===== config.mk =====
export PLATFORM = sky130hd
export DESIGN_NAME = rdx_bcd
export DESIGN_NICKNAME = d
export VERILOG_FILES = /design/src/hdl/rdx_pkg.sv /design/src/hdl/rdx_bcd.sv
export SDC_FILE = /design/constraint.sdc
export NUM_CORES = 1
export LEC_CHECK = 0
export ABC_AREA = 1
export BUFFER_PORTS_ARGS = -buffer_cell sky130_fd_sc_hd__buf_2
export CAP_MARGIN = 40
export CORE_AREA = 3 3 123 125
export CTS_CLUSTER_DIAMETER = 200
export DETAILED_ROUTE_END_ITERATION = 16
export DIE_AREA = 0 0 126 128
export PLACE_DENSITY = 0.75
export SLEW_MARGIN = 20
export SYNTH_ARGS = -nofsm -noshare
export SYNTH_HDL_FRONTEND = slang
export SYNTH_SLANG_ARGS = --single-unit

===== constraint.sdc =====
create_clock -name i_clk -period 6.4 [get_ports i_clk]
set_input_delay 0.64 -clock i_clk [delete_from_list [all_inputs] [get_ports i_clk]]
set_output_delay 0.64 -clock i_clk [all_outputs]
set_load 0.05 [all_outputs]

===== src/hdl/rdx_pkg.sv =====
// Shared types and constants for the decimal LSD radix sorter.
// Used by rdx_bcd, rdx_store and the top level; no dependencies.
package rdx_pkg;

    localparam int MAX_ITEMS_DEF = 64;
    localparam int VAL_W         = 31;
    localparam int DIGITS        = 10;
    localparam int DIG_W         = 4;
    localparam int DIGI_W        = $clog2(DIGITS);
    localparam int BCD_W         = DIGITS * DIG_W;
    localparam int BIN_W         = 32;
    localparam int BITS_PER_STEP = 4;
    localparam int CONV_STEPS    = BIN_W / BITS_PER_STEP;

    typedef struct packed {
        logic [VAL_W-1:0] val;
        logic [BCD_W-1:0] bcd;
    } t_word;

    typedef struct packed {
        logic we;
        logic wsel;
        logic rsel;
    } t_mem_ctl;

endpackage


===== src/hdl/rdx_bcd.sv =====
// Binary to BCD converter, shift-add-3, four bits per cycle.
// Depends on rdx_pkg.
module rdx_bcd (
    input  logic                      i_clk,
    input  logic                      i_rst_n,
    input  logic                      i_go,
    input  logic [rdx_pkg::VAL_W-1:0] i_value,
    output logic                      o_done,
    output logic [rdx_pkg::BCD_W-1:0] o_bcd
);
    import rdx_pkg::*;

    localparam int                   STEP_W    = $clog2(CONV_STEPS);
    localparam logic [STEP_W-1:0]    STEP_LAST = STEP_W'(CONV_STEPS - 1);
    localparam logic [DIG_W-1:0]     DAB_LIM   = 4'd5;
    localparam logic [DIG_W-1:0]     DAB_ADJ   = 4'd3;

    logic              r_run;
    logic              r_done;
    logic [STEP_W-1:0] r_step;
    logic [BIN_W-1:0]  r_bin;
    logic [BCD_W-1:0]  r_bcd;
    logic [BIN_W-1:0]  n_bin;
    logic [BCD_W-1:0]  n_bcd;

    always_comb begin
        n_bin = r_bin;
        n_bcd = r_bcd;
        for (int s = 0; s < BITS_PER_STEP; s++) begin
            for (int d = 0; d < DIGITS; d++) begin
                if (n_bcd[d*DIG_W +: DIG_W] >= DAB_LIM) begin
                    n_bcd[d*DIG_W +: DIG_W] = n_bcd[d*DIG_W +: DIG_W] + DAB_ADJ;
                end
            end
            n_bcd = {n_bcd[BCD_W-2:0], n_bin[BIN_W-1]};
            n_bin = {n_bin[BIN_W-2:0], 1'b0};
        end
    end

    always_ff @(posedge i_clk) begin
        if (!i_rst_n) begin
            r_run  <= 1'b0;
            r_done <= 1'b0;
            r_step <= '0;
        end else begin
            r_done <= !i_go && r_run && (r_step == STEP_LAST);
            if (i_go) begin
                r_bin  <= {{(BIN_W - VAL_W){1'b0}}, i_value};
                r_bcd  <= '0;
                r_step <= '0;
                r_run  <= 1'b1;
            end else if (r_run) begin
                r_bin  <= n_bin;
                r_bcd  <= n_bcd;
                r_step <= r_step + 1'b1;
                if (r_step == STEP_LAST) begin
                    r_run  <= 1'b0;
                end
            end
        end
    end

    assign o_done = r_done;
    assign o_bcd  = r_bcd;

endmodule


==> results.toml <==
[setup_path]
path_delay_family = "simple AND/OR/NAND/NOR gates"
cp-start-kind = "register"
crit_buf_inv = 5
slowest_stage = "edfxtp_1"
reg2reg_from = "o_bcd[36]$_SDFFCE_PP0P_"
crit_type = "reg -> reg"
required_ns = 6.49
crit_fanout = 4
cp_common_cell = "nand2_1"
cp_data_arrival_time_ns = 3.52
end_kind = "register"
max_stage_delay_ns = 0.42
setup.worst_path.start = "o_bcd[36]$_SDFFCE_PP0P_"

[timing]
clock.fmax_mhz = 291
rsz0062_at_grt = "false"
fin_setup_tns_ns = 0
report.final.slew_viol_count = 0
tightestPinTransition_ns = 0.662
fin_crit_sh = 0.536
final-setup-viol-count = 0
hold_viol = 0
skew_ns = 0.00664
period_needed_ns = 3.43
relSlewSlack = 0.558

[routing]
first_pass_iters = 5
vias = 6213
postRouteAntennaNets = 0
totalWireLength_um = 14100
drc_errors = 0
wire_per_inst_um = 11.2
first_iter_violations = 399
vias_per_cell = 4.93

[synth]
netlist.area_leader.share = 0.311
yosysUniqueCellTypes = 34
synth_fa_ha_area_frac = 0.0611
synth_top_area_cell = "edfxtp_1"
synth.area.mux_share = 0
netlist_area_um2 = 6960
yosys.area_share.simple = 0.407
postSynthAreaPerCell_um2 = 6.98
yosys-top-cells-area = "edfxtp_1 (31%), nand2_1 (18%), inv_1 (8.5%)"
syn_nets = 1065
synth_top_family_by_area = "simple AND/OR/NAND/NOR gates"
ys_seq_area_frac = 0.325
synth-seq-cells = 77
synth_compound_area_frac = 0.0909
synth_warnings = 0
netlist_instances = 997
synth_xor_xnor_area_share = 0.0126

[die]
rows = 43
die_area_um2 = 16100
initial_utilization = 0.498
die_h_um = 128
die_w_um = 126
fp.coreArea_um2 = 14000
io_pins = 75

[clocking]
cts_num_sinks = 77
cts_buffers = 9
insertion_delay_ns = 0.33
holdBufCountCts = 0
cts_resized = 0
post_cts_buffers = 0
cts_buffer_depth = 2
cts_tree = "built"
ctsHtreeMaxLevel = 3
clkSlewWorstSetupHoldPaths_ns = 0.06
root_buffer = "clkbuf_16"

[placed_design]
place_inst = 1244
io_buffers = 74
dp_hpwl_um = 11100
gp_congestion = 0.810

[finish]
final_util = 0.560
finish.net_count = 1143
nFillCells = 1341
antenna_cells = 0
drive_above_1_share = 0.215
finalNonFillerCells = 1260
syn_to_final_growth_pct = 12.5

[global_routing]
overflow = 0
antenna_found_initial = 0
grt_max_degree = 62
grt_pass1_wl_um = 24100
grt_use_total = 0.175
grt_pass1_vias = 5678

[status]
status = "finished, final reports clean"

[min_path]
hp-start = "r_step[1]$_SDFFE_PP0P_"
min_path_type = "reg -> reg"

[flow_run]
max-cap-violations = 0
[synthesized netlist by cell type (all sizes together)]
master / instances
nor3: 10
inv: 180
xnor2: 5
a21oi: 44
clkinv: 1
clkbuf: 10
edfxtp: 72
ha: 34
xor2: 5
nand3: 111
nor2: 29
o21bai: 3
and2: 1
dfxtp: 5
o211ai: 4
nand2: 403
nand3b: 7
nand4: 17
buf: 1
o21ai: 51
a21o: 2
o21a: 2
[state kept, by name, summed over array words and instances, names as in the netlist]
name and count:
r_step 3, r_bin 32, o_done 1, o_bcd 40, r_run 1
[logic make-up after synthesis]
| group | after synthesis |
|---|---|
| simple gates | 578 |
| buf+inv | 192 |
| compound gates | 106 |
| flops | 77 |
| fa+ha+maj | 34 |
| xor+xnor | 10 |
[path summary, 6_finish.rpt]
check / cells after the start / end / slack, ns
min: 2 / r_step[1]$_SDFFE_PP0P_ / 0.47
max: 26 / o_bcd[37]$_SDFFCE_PP0P_ / 2.97
min reg2reg: 2 / r_step[1]$_SDFFE_PP0P_ / 0.47
max reg2reg: 26 / o_bcd[37]$_SDFFCE_PP0P_ / 2.97
[layout make-up]
| cell class | count | area, µm² | area share |
|---|---|---|---|
| Clock inverter | 6 | 47.5 | 0.00607 |
| Tap cell | 180 | 225 | 0.0287 |
| Clock buffer | 10 | 229 | 0.0292 |
| Timing Repair Buffer | 78 | 400 | 0.0511 |
| Inverter | 181 | 679 | 0.0867 |
| Sequential cell | 77 | 2260 | 0.289 |
| Multi-Input combinational cell | 728 | 3990 | 0.509 |
[metal layers]
metal,vias up,wire length [µm],GRT usage
met4,0,180,0.0461
met3,14,444,0.0288
met1,2749,6980,0.232
li1,3360,-,-
met2,90,6540,0.300
met5,-,0,0
[worst reg2reg max path, delay by kind of cell, from the launching register on]
kind,cells,cell delay (ns)
AOI/OAI and AO/OA,1,0.16
xor gates and xnor gates,1,0.24
adders and majority gates,4,0.79
buffers and inverters,5,0.30
DFF,1,0.42
and+or+nand+nor,15,1.31
[placed cells by master (no fill, tap or decap), types with 23 or more instances in the layout]
cell type / instances
a21oi_1: 37
nor2_1: 25
nand2_2: 51
nand3_1: 83
edfxtp_1: 72
ha_1: 34
nand2_1: 341
o21ai_1: 23
buf_2: 74
inv_1: 158
[metrics by stage]
stage               worst slack, ns  hold slack [ns]  instance area [µm²]
floorplan                      1.29            0.443                 6960
global placement               3.20            0.460                 7560
detailed placement             2.99            0.466                 7560
CTS                            2.99            0.475                 7830
global route                   2.48            0.498                 7830
finish                         2.97            0.473                 7830
Power is left out: the tool's default activity adds up to more than one toggle a clock period on the data nets, which glitch-free logic cannot reach.
